--- src/rtl/camera_orientation_basis_top_defines.svh ---
// assertion macros used by the camera basis sequencer
`ifndef CAMERA_ORIENTATION_BASIS_TOP_DEFINES_SVH
`define CAMERA_ORIENTATION_BASIS_TOP_DEFINES_SVH

// same-cycle implication
`define COB_AST_SAME(lbl, ck, rn, ante, cons) \
    lbl: assert property (@(posedge ck) disable iff (!rn) (ante) |-> (cons)) \
        else $error("camera basis check failed");

// next-cycle implication
`define COB_AST_NEXT(lbl, ck, rn, ante, cons) \
    lbl: assert property (@(posedge ck) disable iff (!rn) (ante) |=> (cons)) \
        else $error("camera basis check failed");

`endif

--- src/rtl/cob_pkg.sv ---
// types, constants and microcode for the camera basis block
package cob_pkg;

    localparam int VEC_FRAC_BITS = 14;
    localparam int IFRAC         = 30;
    localparam int VSHIFT        = IFRAC - VEC_FRAC_BITS;
    localparam int PC_W          = 7;
    localparam int CFG_IDX_W     = 3;
    localparam int CFG_DATA_W    = 32;

    localparam logic signed [33:0] CORDIC_GAIN = 34'sd652032874;
    localparam logic signed [33:0] ONE30       = 34'sd1073741824;
    // ceil(2^35 / 45), exact quotient for dividends below 2^29
    localparam logic signed [32:0] TURN_RECIP  = 33'sd763549742;

    localparam logic [2:0] CMD_RIGHT = 3'd0;
    localparam logic [2:0] CMD_UP    = 3'd1;
    localparam logic [2:0] CMD_FWD   = 3'd2;
    localparam logic [2:0] CMD_YAW   = 3'd3;
    localparam logic [2:0] CMD_PITCH = 3'd4;
    localparam logic [2:0] CMD_HOME  = 3'd5;

    localparam logic [CFG_IDX_W-1:0] CFG_HOME_X     = 3'd0;
    localparam logic [CFG_IDX_W-1:0] CFG_HOME_Y     = 3'd1;
    localparam logic [CFG_IDX_W-1:0] CFG_HOME_Z     = 3'd2;
    localparam logic [CFG_IDX_W-1:0] CFG_HOME_YAW   = 3'd3;
    localparam logic [CFG_IDX_W-1:0] CFG_HOME_PITCH = 3'd4;

    typedef logic [4:0] cob_op_t;

    localparam cob_op_t OP_END      = 5'd0;
    localparam cob_op_t OP_MUL_MV   = 5'd1;
    localparam cob_op_t OP_POS_ADD  = 5'd2;
    localparam cob_op_t OP_MUL_TURN = 5'd3;
    localparam cob_op_t OP_ANGLE    = 5'd4;
    localparam cob_op_t OP_COR_YAW  = 5'd5;
    localparam cob_op_t OP_COR_PIT  = 5'd6;
    localparam cob_op_t OP_MUL_CPSY = 5'd7;
    localparam cob_op_t OP_F0       = 5'd8;
    localparam cob_op_t OP_MUL_CPCY = 5'd9;
    localparam cob_op_t OP_F2       = 5'd10;
    localparam cob_op_t OP_FWD      = 5'd11;
    localparam cob_op_t OP_MUL_F1F  = 5'd12;
    localparam cob_op_t OP_U        = 5'd13;
    localparam cob_op_t OP_CHK      = 5'd14;
    localparam cob_op_t OP_MUL_SQ   = 5'd15;
    localparam cob_op_t OP_SUM      = 5'd16;
    localparam cob_op_t OP_SQRT     = 5'd17;
    localparam cob_op_t OP_TEST     = 5'd18;
    localparam cob_op_t OP_DIV      = 5'd19;
    localparam cob_op_t OP_NRM      = 5'd20;
    localparam cob_op_t OP_SAVE_UN  = 5'd21;
    localparam cob_op_t OP_MUL_CA   = 5'd22;
    localparam cob_op_t OP_TMP      = 5'd23;
    localparam cob_op_t OP_MUL_CB   = 5'd24;
    localparam cob_op_t OP_R        = 5'd25;
    localparam cob_op_t OP_COMMIT   = 5'd26;

    localparam logic [PC_W-1:0] PC_MOVE  = 7'd0;
    localparam logic [PC_W-1:0] PC_NOP   = 7'd6;
    localparam logic [PC_W-1:0] PC_ANGLE = 7'd7;
    localparam logic [PC_W-1:0] PC_END   = 7'd66;

    typedef struct packed {
        logic [2:0]         cmd;
        logic signed [31:0] amount;
    } cob_in_t;

    typedef struct packed {
        logic signed [31:0] pos_x;
        logic signed [31:0] pos_y;
        logic signed [31:0] pos_z;
        logic signed [15:0] fwd_x;
        logic signed [15:0] fwd_y;
        logic signed [15:0] fwd_z;
        logic signed [15:0] up_x;
        logic signed [15:0] up_y;
        logic signed [15:0] up_z;
        logic signed [15:0] right_x;
        logic signed [15:0] right_y;
        logic signed [15:0] right_z;
    } cob_out_t;

    typedef struct packed {
        cob_op_t    op;
        logic [1:0] idx;
    } cob_uop_t;

    typedef struct packed {
        logic     load;
        logic     op_valid;
        cob_uop_t uop;
        logic     out_load;
    } cob_ctl_t;

    typedef struct packed {
        logic busy;
        logic degen;
        logic out_free;
    } cob_stat_t;

    // atan(2^-i) in 2^-32 turn
    function automatic logic [31:0] atan_entry(input logic [4:0] i);
        case (i)
            5'd0:  return 32'h20000000;
            5'd1:  return 32'h12E4051E;
            5'd2:  return 32'h09FB385B;
            5'd3:  return 32'h051111D4;
            5'd4:  return 32'h028B0D43;
            5'd5:  return 32'h0145D7E1;
            5'd6:  return 32'h00A2F61E;
            5'd7:  return 32'h00517C55;
            5'd8:  return 32'h0028BE53;
            5'd9:  return 32'h00145F2F;
            5'd10: return 32'h000A2F98;
            5'd11: return 32'h000517CC;
            5'd12: return 32'h00028BE6;
            5'd13: return 32'h000145F3;
            5'd14: return 32'h0000A2F9;
            5'd15: return 32'h0000517C;
            5'd16: return 32'h000028BE;
            5'd17: return 32'h0000145F;
            5'd18: return 32'h00000A2F;
            5'd19: return 32'h00000517;
            5'd20: return 32'h0000028B;
            5'd21: return 32'h00000145;
            5'd22: return 32'h000000A2;
            5'd23: return 32'h00000051;
            5'd24: return 32'h00000028;
            5'd25: return 32'h00000014;
            5'd26: return 32'h0000000A;
            5'd27: return 32'h00000005;
            5'd28: return 32'h00000002;
            5'd29: return 32'h00000001;
            default: return 32'h0;
        endcase
    endfunction

    // round half up then arithmetic shift
    function automatic logic signed [65:0] rnd66(input logic signed [65:0] x, input int s);
        return (x + (66'sd1 <<< (s - 1))) >>> s;
    endfunction

    function automatic logic signed [31:0] sat32(input logic signed [65:0] x);
        if (x > 66'sd2147483647)
            return 32'sh7FFFFFFF;
        if (x < -66'sd2147483648)
            return 32'sh80000000;
        return 32'(x);
    endfunction

    function automatic logic uop_starts(input cob_op_t op);
        return op == OP_COR_YAW || op == OP_COR_PIT ||
               op == OP_SQRT || op == OP_DIV;
    endfunction

    // normalize sequence: check, squares and sums, sqrt, test, divides and results
    function automatic cob_uop_t norm_uop(input logic [PC_W-1:0] off);
        cob_uop_t u;
        logic [PC_W-1:0] t;
        u = '{op: OP_END, idx: 2'd0};
        if (off == 7'd0)
            u.op = OP_CHK;
        else if (off <= 7'd6)
        begin
            t     = off - 7'd1;
            u.op  = off[0] ? OP_MUL_SQ : OP_SUM;
            u.idx = t[2:1];
        end
        else if (off == 7'd7)
            u.op = OP_SQRT;
        else if (off == 7'd8)
            u.op = OP_TEST;
        else if (off <= 7'd14)
        begin
            t     = off - 7'd9;
            u.op  = off[0] ? OP_DIV : OP_NRM;
            u.idx = t[2:1];
        end
        return u;
    endfunction

    function automatic cob_uop_t ucode(input logic [PC_W-1:0] pc);
        cob_uop_t u;
        logic [PC_W-1:0] t;
        u = '{op: OP_END, idx: 2'd0};
        t = '0;
        if (pc <= 7'd5)
        begin
            u.op  = pc[0] ? OP_POS_ADD : OP_MUL_MV;
            u.idx = pc[2:1];
        end
        else if (pc == 7'd7)  u.op = OP_MUL_TURN;
        else if (pc == 7'd8)  u.op = OP_ANGLE;
        else if (pc == 7'd9)  u.op = OP_COR_YAW;
        else if (pc == 7'd10) u.op = OP_COR_PIT;
        else if (pc == 7'd11) u.op = OP_MUL_CPSY;
        else if (pc == 7'd12) u.op = OP_F0;
        else if (pc == 7'd13) u.op = OP_MUL_CPCY;
        else if (pc == 7'd14) u.op = OP_F2;
        else if (pc == 7'd15) u.op = OP_FWD;
        else if (pc >= 7'd16 && pc <= 7'd21)
        begin
            t     = pc - 7'd16;
            u.op  = pc[0] ? OP_U : OP_MUL_F1F;
            u.idx = t[2:1];
        end
        else if (pc >= 7'd22 && pc <= 7'd36)
            u = norm_uop(pc - 7'd22);
        else if (pc == 7'd37)
            u.op = OP_SAVE_UN;
        else if (pc >= 7'd38 && pc <= 7'd49)
        begin
            t     = pc - 7'd38;
            u.idx = t[3:2];
            case (t[1:0])
                2'd0:    u.op = OP_MUL_CA;
                2'd1:    u.op = OP_TMP;
                2'd2:    u.op = OP_MUL_CB;
                default: u.op = OP_R;
            endcase
        end
        else if (pc >= 7'd50 && pc <= 7'd64)
            u = norm_uop(pc - 7'd50);
        else if (pc == 7'd65)
            u.op = OP_COMMIT;
        return u;
    endfunction

endpackage

--- src/rtl/cob_ctrl.sv ---
// microcoded sequencer for the camera basis datapath
`include "camera_orientation_basis_top_defines.svh"

module cob_ctrl (
    input  logic              clk,
    input  logic              rst_n,
    input  logic              in_valid,
    output logic              in_ready,
    input  logic [2:0]        in_cmd,
    output cob_pkg::cob_ctl_t ctl,
    input  cob_pkg::cob_stat_t st
);
    import cob_pkg::*;

    localparam logic [1:0] S_IDLE = 2'd0;
    localparam logic [1:0] S_RUN  = 2'd1;
    localparam logic [1:0] S_WAIT = 2'd2;

    logic [1:0]      state_reg, state_next;
    logic [PC_W-1:0] pc_reg, pc_next;
    cob_uop_t        uop;

    function automatic logic [PC_W-1:0] entry(input logic [2:0] c);
        case (c) inside
            CMD_RIGHT, CMD_UP, CMD_FWD:  return PC_MOVE;
            CMD_YAW, CMD_PITCH, CMD_HOME: return PC_ANGLE;
            default:                      return PC_NOP;
        endcase
    endfunction

    always_comb
    begin
        ctl        = '0;
        state_next = state_reg;
        pc_next    = pc_reg;
        uop        = ucode(pc_reg);
        unique case (state_reg)
            S_IDLE:
            begin
                if (in_valid)
                begin
                    ctl.load   = 1'b1;
                    pc_next    = entry(in_cmd);
                    state_next = S_RUN;
                end
            end
            S_RUN:
            begin
                if (uop.op == OP_END)
                begin
                    if (st.out_free)
                    begin
                        ctl.out_load = 1'b1;
                        state_next   = S_IDLE;
                    end
                end
                else if (uop.op == OP_TEST)
                    pc_next = st.degen ? PC_END : pc_reg + 7'd1;
                else
                begin
                    ctl.op_valid = 1'b1;
                    ctl.uop      = uop;
                    pc_next      = pc_reg + 7'd1;
                    if (uop_starts(uop.op))
                        state_next = S_WAIT;
                end
            end
            S_WAIT:
            begin
                if (!st.busy)
                    state_next = S_RUN;
            end
            default: state_next = S_IDLE;
        endcase
    end

    assign in_ready = (state_reg == S_IDLE);

    always_ff @(posedge clk or negedge rst_n)
    begin
        if (!rst_n)
        begin
            state_reg <= S_IDLE;
            pc_reg    <= PC_MOVE;
        end
        else
        begin
            state_reg <= state_next;
            pc_reg    <= pc_next;
        end
    end

    `COB_AST_NEXT(a_beat_starts_run, clk, rst_n, in_valid && in_ready, state_reg == S_RUN)
    `COB_AST_SAME(a_load_when_free, clk, rst_n, ctl.out_load, st.out_free)
    `COB_AST_SAME(a_no_op_in_wait, clk, rst_n, state_reg == S_WAIT, !ctl.op_valid)

endmodule

--- config.mk ---
export PLATFORM = sky130hd
export DESIGN_NAME = cob_ctrl
export DESIGN_NICKNAME = d
export VERILOG_FILES = /design/src/rtl/cob_pkg.sv /design/src/rtl/cob_ctrl.sv
export VERILOG_INCLUDE_DIRS = /design/src /design/src/rtl
export SDC_FILE = /design/constraint.sdc
export NUM_CORES = 1
export LEC_CHECK = 0
export BUFFER_PORTS_ARGS = -buffer_cell sky130_fd_sc_hd__buf_2
export CORE_MARGIN = 3
export CORE_UTILIZATION = 54
export DETAILED_ROUTE_END_ITERATION = 16
export PLACE_DENSITY = 0.81
export SLEW_MARGIN = 20
export SYNTH_ARGS = -nofsm -noshare
export SYNTH_HDL_FRONTEND = slang
export SYNTH_SLANG_ARGS = --single-unit
--- constraint.sdc ---
create_clock -name clk -period 3.4 [get_ports clk]
set_input_delay 0 -clock clk [delete_from_list [all_inputs] [get_ports clk]]
set_output_delay 0 -clock clk [all_outputs]
set_load 0.1 [all_outputs]
==> flow_metrics.tcl, run 1 <==
set metrics [dict create \
    yosysTopAreaCell "dfrtp_1" \
    clk_latency_ns 0.26 \
    grt_first_pass_wirelength_mm 10.0 \
    root_buffer "clkbuf_4" \
    fp.dieArea_sq_um 4230 \
    rrSetupSlack_ns -0.09 \
    fill_cells 169 \
    netlist_top_cells_area "dfrtp_1 (12%), ha_1 (8.0%), a21oi_1 (5.0%), o21ai_0 (4.3%), nor2_1 (4.2%)" \
    synth_ff_type "dfrtp_1" \
    wl_met2_mm 3.49 \
    yosysMostFrequentCell "nor2_1" \
    hp-class "in2async" \
    rsz0062_at_grt "yes" \
    slew_violations 0 \
    cts_inserted_buffers 3 \
    max_cap_violations 0 \
    grt_max_degree 14 \
    area_delta_synth_final_pct 41.2 \
    wl_met3_um 803 \
    core-area_sq_um 3180 \
    diodes 0 \
    final_nets 324 \
    async_flop_share_pct 100 \
    die_w_um 65.1 \
    syn_inst 248 \
    cts_tree "done" \
    synthDistinctLibCells 75 \
    drtPass1Iterations 6 \
    path_clk_slew_ns 0.06 \
    setup_violations 6 \
    port_buffers 19 \
    drive_above_1_share_pct 41.7 \
    worstPathRequired_ns 3.55 \
    skew_ns 0.00845 \
    crit_path_start "pc_reg[1]" \
    worstRegToRegCells 14 \
    fin_cells 346 \
    syn_area_per_cell_sq_um 7.59 \
    cp_data_arrival_time_ns 3.64 \
    status "finished, violations left" \
    synth-seq-cells 9 \
    fin_crit_ns 3.49 \
    num_vias 2468 \
    final_area_sq_um 2660 \
    slew_headroom_pct 62.9 \
    top_layer "met4" \
    synth_area_sq_um 1880 \
    vias_per_cell 7.13 \
    yosysSeqAreaShare_pct 12.0 \
    path_class "reg2reg" \
    wire_per_inst_um 21.5 \
    overflow 0 \
    finalCritPeriodShare_pct 103 \
    rr_endpoint "pc_reg[2]" \
    pin_count 20 \
    h-tree-depth 1 \
    start_kind "register" \
    start_util_pct 59.3 \
    setup_slack_ns -0.0871 \
    cts_sinks 9 \
    globalplace.congestion 1.02 \
    violations "setup timing" \
    num_rows 20 \
    wl_mm 7.45 \
    antenna_found_initial 0 \
    critPathMaxFanout 7 \
    largest_reg_flops 7 \
    grt_pass1_vias 2132 \
    wl_met1_mm 2.73 \
    postPlaceCellArea_sq_um 2290 \
    synth_common_cells "nor2_1 (21), nand2_1 (20), a21oi_1 (19), o21ai_0 (16), ha_1 (12)" \
    drtAntennaViolNets 0 \
    yosys_warnings 0 \
    clock_path_buffers 2 \
    synth_edf_count 0 \
    end_kind "register" \
    grtUsageTotal_pct 30.2 \
    reg2reg_from "pc_reg[1]" \
    first_iter_violations 397 \
    yosys.area.top_type_share_pct 12.0 \
    route.detailed.drc 0 \
    dieHeight_um 65.1 \
    max_freq_mhz 287 \
    place_hpwl_mm 4.55 \
    placed_cells 320 \
    synthesis.nets 269 \
    tightest_slew_ns 0.551 \
    final_hold_viol_count 0 \
]
how the worst max path moves through the flow:
stage               slack [ns]         to  cells after the start
floorplan                -0.17     ctl[1]                     12
global placement          0.13  pc_reg[2]                     12
detailed placement        0.06     ctl[1]                     12
CTS                      0.008  pc_reg[2]                     14
global route             -0.21  pc_reg[2]                     14
finish                   -0.09  pc_reg[2]                     14
logic make-up after synthesis:
group	Yosys count	synth area share, %
flops	9	12.0
mux	4	2.19
xor+xnor	3	1.79
fa+ha+maj	12	7.97
compound gates	92	37.2
simple gates	102	31.4
buf+inv	26	7.44
final cells by class:
class | instances | area [sq um] | share of cell area (%)
multi-input cells | 213 | 1750 | 65.9
repair buffers | 64 | 543 | 20.4
flip-flops and latches | 9 | 230 | 8.66
well taps | 44 | 55.1 | 2.07
inverters | 12 | 52.6 | 1.98
clock buffers | 4 | 26.3 | 0.988
stage by stage:
stage / setup slack (ns) / setup TNS, ns / utilization [%] / hold slack, ns
final: -0.0871 / -0.368 / 83.7 / 0.148
after global routing: -0.206 / -1.35 / 83.7 / 0.152
after CTS: 0.00803 / 0 / 75.1 / 0.113
after detailed placement: 0.0604 / 0 / 71.9 / -0.137
after global placement: 0.135 / 0 / 71.9 / -0.140
after floorplan: -0.170 / -0.237 / - / -0.296
metal layers:
metal  vias up  global-route usage, %
li1       1044                      -
met1      1136                   37.6
met2       226                   50.1
met3        62                   6.76
met4         0                   12.7
met5         -                      0
worst max-delay path: stages, from the launching register on:
cell and delay, ns:
dfrtp_2 0.47, buf_4 0.16, buf_4 0.14, ha_1 0.22
buf_4 0.17, inv_1 0.16, nor3_1 0.07, o21ai_0 0.14
inv_1 0.08, o21ai_0 0.39, or2b_4 0.36, o41ai_4 0.41
buf_4 0.23, a2111oi_4 0.07, a211o_1 0.28
cells in the final DEF (no fill, tap or decap), types with 4 or more instances in the layout:
master    synthesis  layout
a21oi_1          19      15
a21oi_2           1       5
and2_1            6       5
buf_12            0       7
buf_2             4      12
buf_4             2      42
clkbuf_4          0       4
dfrtp_1           9       5
dfrtp_2           0       4
ha_1             12       8
inv_1            10       7
nand2_1          20      20
nand2b_1          8       8
nand3_1           7       7
nor2_1           21      17
nor2_2            3       5
nor3_1            8       5
o21a_1            4       4
o21ai_0          16      13
o21ai_1           1       4
timing repair:
item,in CTS,in global routing
hold buffers,2,0
setup buffers,4,16
pin swaps,5,21
endpoints found under the setup margin,5,12
gates resized for setup,6,35
cloned,0,1
hold endpoints to repair,10,0
Power of run 1 is left out: the tool's default activity adds up to more than one toggle a clock period on the data nets, which glitch-free logic cannot reach.
==> run 2, diff against run 1 <==
--- a/config.mk
+++ b/config.mk
@@ -8,9 +8,10 @@
 export LEC_CHECK = 0
 export BUFFER_PORTS_ARGS = -buffer_cell sky130_fd_sc_hd__buf_2
 export CORE_MARGIN = 3
-export CORE_UTILIZATION = 54
+export CORE_UTILIZATION = 56
+export CTS_BUF_LIST = sky130_fd_sc_hd__clkbuf_8
 export DETAILED_ROUTE_END_ITERATION = 16
-export PLACE_DENSITY = 0.81
+export PLACE_DENSITY = 0.84
 export SLEW_MARGIN = 20
 export SYNTH_ARGS = -nofsm -noshare
 export SYNTH_HDL_FRONTEND = slang
==> run 2 against run 1 <==
  * The run now ends clean
  * Flip-flop and latch count unchanged
  * First-iteration DRC count decreased by 28%
  * Final cell count decreased by 2.9%
  * Setup slack improved by 0.16 ns
  * Core utilization decreased by 2.5 points
  * Global-route usage decreased by 1.2 points
  * Cell area decreased by 4.5%
  * Largest cell class unchanged
==> flow_metrics.tcl, run 2 (same netlist as run 1, synthesis figures left out) <==
set metrics [dict create \
    status "complete, no violations" \
    rr_endpoint "pc_reg[2]" \
    drtAntennaViolNets 0 \
    final_cell_mix "buf_4 (32), nand2_1 (19), nor2_1 (18)" \
    drive_above_1_share_pct 38.4 \
    clock_path_buffers 2 \
    seq_area_sq_um 230 \
    vias_per_cell 6.39 \
    num_vias 2147 \
    start_kind "register" \
    wl_mm 6.04 \
    clk_latency_ns 0.24 \
    setup_slack_ns 0.0724 \
    grt_max_degree 18 \
    tightest_slew_ns 0.490 \
    globalplace.congestion 1.00 \
    crit_path_start "pc_reg[2]" \
    fp.dieArea_sq_um 4090 \
    dieHeight_um 64.0 \
    cts_sinks 9 \
    end_kind "output pin" \
    cp_data_arrival_time_ns 3.33 \
    place_hpwl_mm 4.50 \
    first_iter_violations 284 \
    path_clk_slew_ns 0.05 \
    area_delta_synth_final_pct 34.9 \
    hp-class "in2reg" \
    grt_pass1_vias 1916 \
    final_nets 314 \
    max_freq_mhz 301 \
    fill_cells 207 \
    port_buffers 19 \
    overflow 0 \
    setup_violations 0 \
    num_rows 20 \
    route.detailed.drc 0 \
    path_class "reg2out" \
    reg2reg_from "pc_reg[2]" \
    crit_end "ctl[1]" \
    h-tree-depth 1 \
    layout_commonest_cell "buf_4" \
    rrSetupSlack_ns 0.10 \
    max_cap_violations 0 \
    placed_cells 320 \
    cts_tree "done" \
    root_buffer "clkbuf_8" \
    grt_first_pass_wirelength_mm 9.39 \
    grtUsageTotal_pct 29.0 \
    wire_per_inst_um 18.0 \
    antenna_found_initial 0 \
    largest_reg_flops 7 \
    final_hold_viol_count 0 \
    cts_inserted_buffers 3 \
    critPathMaxFanout 17 \
    die_w_um 64.0 \
    finalCritPeriodShare_pct 97.9 \
    drtPass1Iterations 5 \
    fin_crit_ns 3.33 \
    pin_count 20 \
    slew_violations 0 \
    slew_headroom_pct 67.6 \
    postPlaceCellArea_sq_um 2270 \
    multi_input_area_sq_um 1710 \
    worstRegToRegCells 12 \
    pre_cts_ws_ns 0.0762 \
    skew_ns 0.00883 \
    fin_cells 336 \
    diodes 0 \
    worstPathRequired_ns 3.40 \
    start_util_pct 60.2 \
    core-area_sq_um 3130 \
    final_area_sq_um 2540 \
]
==> run 2: timing repair <==
| item | in CTS | in global routing |
|---|---|---|
| hold buffers | 1 | 0 |
| resized for setup | 2 | 29 |
| setup buffers | 3 | 8 |
| endpoints found under the hold margin | 9 | 0 |
| endpoints found under the setup margin | 2 | 10 |
| pin swaps | 2 | 8 |
==> run 2: worst min path at each step <==
| stage | start | end | slack, ns | cells after the start |
|---|---|---|---|---|
| floorplan | rst_n | pc_reg[0] | -0.30 | 0 |
| global placement | rst_n | pc_reg[4] | -0.14 | 1 |
| detailed placement | rst_n | pc_reg[3] | -0.14 | 1 |
| CTS | st[2] | state_reg[1] | 0.02 | 2 |
| global route | st[2] | state_reg[1] | 0.03 | 2 |
| finish | st[2] | state_reg[1] | 0.02 | 2 |
==> run 2: worst max-delay path: stages, from the launching register on <==
cell	delay (ns)
dfrtp_2	0.46
buf_6	0.19
or3_1	0.38
a21oi_2	0.16
a21oi_2	0.06
or4_4	0.55
a211oi_4	0.31
nor4b_4	0.09
buf_4	0.16
a21o_4	0.24
a311oi_4	0.26
buf_12	0.22
==> run 2: area by class of cell <==
class	instances	area share, %
clock inverters	1	0.148
multi-input cells	213	67.5
well taps	44	2.17
repair buffers	54	17.4
clock buffers	3	1.63
inverters	12	2.07
flip-flops and latches	9	9.06
==> run 2: metrics by stage <==
step                       TNS, ns  utilization [%]  hold slack [ns]
after floorplan             -0.237                -           -0.296
after global routing       -0.0270             81.2           0.0306
after CTS                 -0.00537             75.2           0.0151
after detailed placement         0             72.6           -0.136
final                            0             81.2           0.0239
after global placement           0             72.6           -0.139
==> run 2: routing by layer <==
| layer | track usage, % | share of wire, % | vias up |
|---|---|---|---|
| li1 | - | - | 1020 |
| met1 | 39.8 | 43 | 1000 |
| met2 | 46.1 | 48 | 113 |
| met3 | 5.62 | 7.9 | 14 |
| met4 | 8.09 | 1.5 | 0 |
| met5 | 0 | 0 | - |
Power of run 2 is left out for the same reason.
==> run 3, diff against run 2 <==
--- a/config.mk
+++ b/config.mk
@@ -7,11 +7,12 @@
 export NUM_CORES = 1
 export LEC_CHECK = 0
 export BUFFER_PORTS_ARGS = -buffer_cell sky130_fd_sc_hd__buf_2
+export CAP_MARGIN = 20
 export CORE_MARGIN = 3
-export CORE_UTILIZATION = 56
+export CORE_UTILIZATION = 45
 export CTS_BUF_LIST = sky130_fd_sc_hd__clkbuf_8
 export DETAILED_ROUTE_END_ITERATION = 16
-export PLACE_DENSITY = 0.84
+export PLACE_DENSITY = 0.66
 export SLEW_MARGIN = 20
 export SYNTH_ARGS = -nofsm -noshare
 export SYNTH_HDL_FRONTEND = slang
==> run 3 against run 2 <==
  * Worst hold slack worse by 0.0029 ns
  * Die area up 22%
  * Critical path type unchanged
  * First-iteration DRC count down 26%
  * Critical path depth up 2
  * Cell area up 1.3%
  * Fmax down 1.5%
  * Register-to-register slack worse by 0.07 ns
  * Clock skew down 0.0072 ns
==> flow_metrics.tcl, run 3 (same netlist as run 1, synthesis figures left out) <==
set metrics [dict create \
    status "complete, no violations" \
    grt_pass1_vias 1951 \
    crit_family "compound AO/OA/AOI/OAI gates" \
    cp_data_arrival_time_ns 3.38 \
    critPathMaxFanout 7 \
    slowest_delay_ns 0.53 \
    h-tree-depth 1 \
    die_w_um 70.7 \
    top_layer "met4" \
    max_freq_mhz 296 \
    core-area_sq_um 3850 \
    drtPass1Iterations 4 \
    skew_ns 0.00167 \
    final_hold_viol_count 0 \
    diodes 0 \
    drtAntennaViolNets 0 \
    port_buffers 19 \
    start_util_pct 48.9 \
    cp_cell_sequence "clkinv_4 > ha_4 > ha_4 > inv_1 > a21oi_1 > nand2_1 > or4_4 > a211oi_4 > nor4b_4 > buf_4 > a21o_4 > a311oi_4 > buf_12" \
    path_clk_slew_ns 0.04 \
    slew_headroom_pct 65.6 \
    vias_per_cell 6.31 \
    antenna_found_initial 0 \
    tightest_slew_ns 0.511 \
    wl_met2_mm 2.93 \
    path_class "reg2out" \
    final_nets 321 \
    pin_count 20 \
    num_vias 2189 \
    clk_latency_ns 0.23 \
    fin_setup_tns_ns 0 \
    cts_sinks 9 \
    rrSetupSlack_ns 0.03 \
    overflow 0 \
    grtUsageTotal_pct 23.1 \
    rsz0062_at_grt "yes" \
    postPlaceCellArea_sq_um 2320 \
    clock_path_buffers 2 \
    cp_num_buf_inv 4 \
    finalCritPeriodShare_pct 99.4 \
    hp-class "in2reg" \
    wl_met3_um 358 \
    num_rows 22 \
    wl_mm 6.17 \
    fin_crit_ns 3.38 \
    cts_inserted_buffers 3 \
    setup_violations 0 \
    end_kind "output pin" \
    root_buffer "clkbuf_8" \
    final_area_sq_um 2570 \
    fp.dieArea_sq_um 5000 \
    place_hpwl_mm 4.58 \
    area_delta_synth_final_pct 36.7 \
    layout_commonest_cell "buf_4" \
    drive_above_1_share_pct 38.5 \
    largest_reg_flops 7 \
    slew_violations 0 \
    grt_max_degree 14 \
    dieHeight_um 70.7 \
    wire_per_inst_um 17.8 \
    max_cap_violations 0 \
    wl_met1_mm 2.75 \
    crit_path_frequent_cell "ha_4" \
    worstPathRequired_ns 3.40 \
    crit_slowest_cell "or4_4" \
    final_cell_mix "buf_4 (40), nand2_1 (20), a21oi_1 (18)" \
    cts_tree "done" \
    grt_first_pass_wirelength_mm 9.54 \
    start_kind "register" \
    globalplace.congestion 0.975 \
    first_iter_violations 209 \
    route.detailed.drc 0 \
]
==> run 3: repair_timing <==
action | 4_1_cts | 5_1_grt
hold endpoints to repair | 9 | 0
setup buffers | 2 | 11
resized for setup | 3 | 18
pin swaps | 3 | 11
hold buffers | 1 | 0
endpoints found under the setup margin | 2 | 11
gates cloned | 0 | 1
==> run 3: final cells by class <==
type                            instances  area [sq um]
Multi-Input combinational cell        213          1680
Sequential cell                         9           230
Inverter                               12          52.6
Timing Repair Buffer                   61           509
Fill cell                             328          1280
Clock buffer                            3          41.3
Tap cell                               48          60.1
Clock inverter                          1          3.75
==> run 3: routing by layer <==
metal  up-vias  global-route usage (%)
met4         0                    4.38
met3        13                    3.84
met2        87                    38.5
li1       1045                       -
met1      1044                    31.7
met5         -                       0
==> run 3: worst paths after layout <==
path / start / endpoint / cells after the start
worst max-delay path: pc_reg[1] / ctl[1] / 13
worst min-delay path: st[2] / state_reg[1] / 2
worst max register to register: pc_reg[1] / pc_reg[2] / 14
worst min register to register: state_reg[1] / state_reg[0] / 2
max in group asynchronous: rst_n / pc_reg[4] / 2
min in group asynchronous: rst_n / pc_reg[3] / 2
==> run 3: stage by stage <==
step / setup WS, ns / hold WS, ns / utilization, % / std cells
6_report: 0.0205 / 0.0209 / 66.8 / 347
5_1_grt: -0.0704 / 0.0242 / 66.8 / 347
4_1_cts: 0.0184 / 0.0178 / 62.5 / 335
3_5_place_dp: 0.0979 / -0.141 / 60.2 / 328
3_3_place_gp: 0.158 / -0.142 / 60.2 / 328
2_1_floorplan: -0.170 / -0.296 / - / 248
==> run 3: worst reg2reg max path, cell delays in order (launching register included) <==
cell and delay [ns]:
dfrtp_2 0.43, clkinv_4 0.13, ha_4 0.20, ha_4 0.29
inv_1 0.05, a21oi_1 0.12, nand2_1 0.07, or4_4 0.53
a211oi_4 0.35, buf_4 0.18, or2b_4 0.12, o41ai_2 0.08
buf_4 0.19, a22o_1 0.22, a211o_1 0.28
Power of run 3 is left out for the same reason.
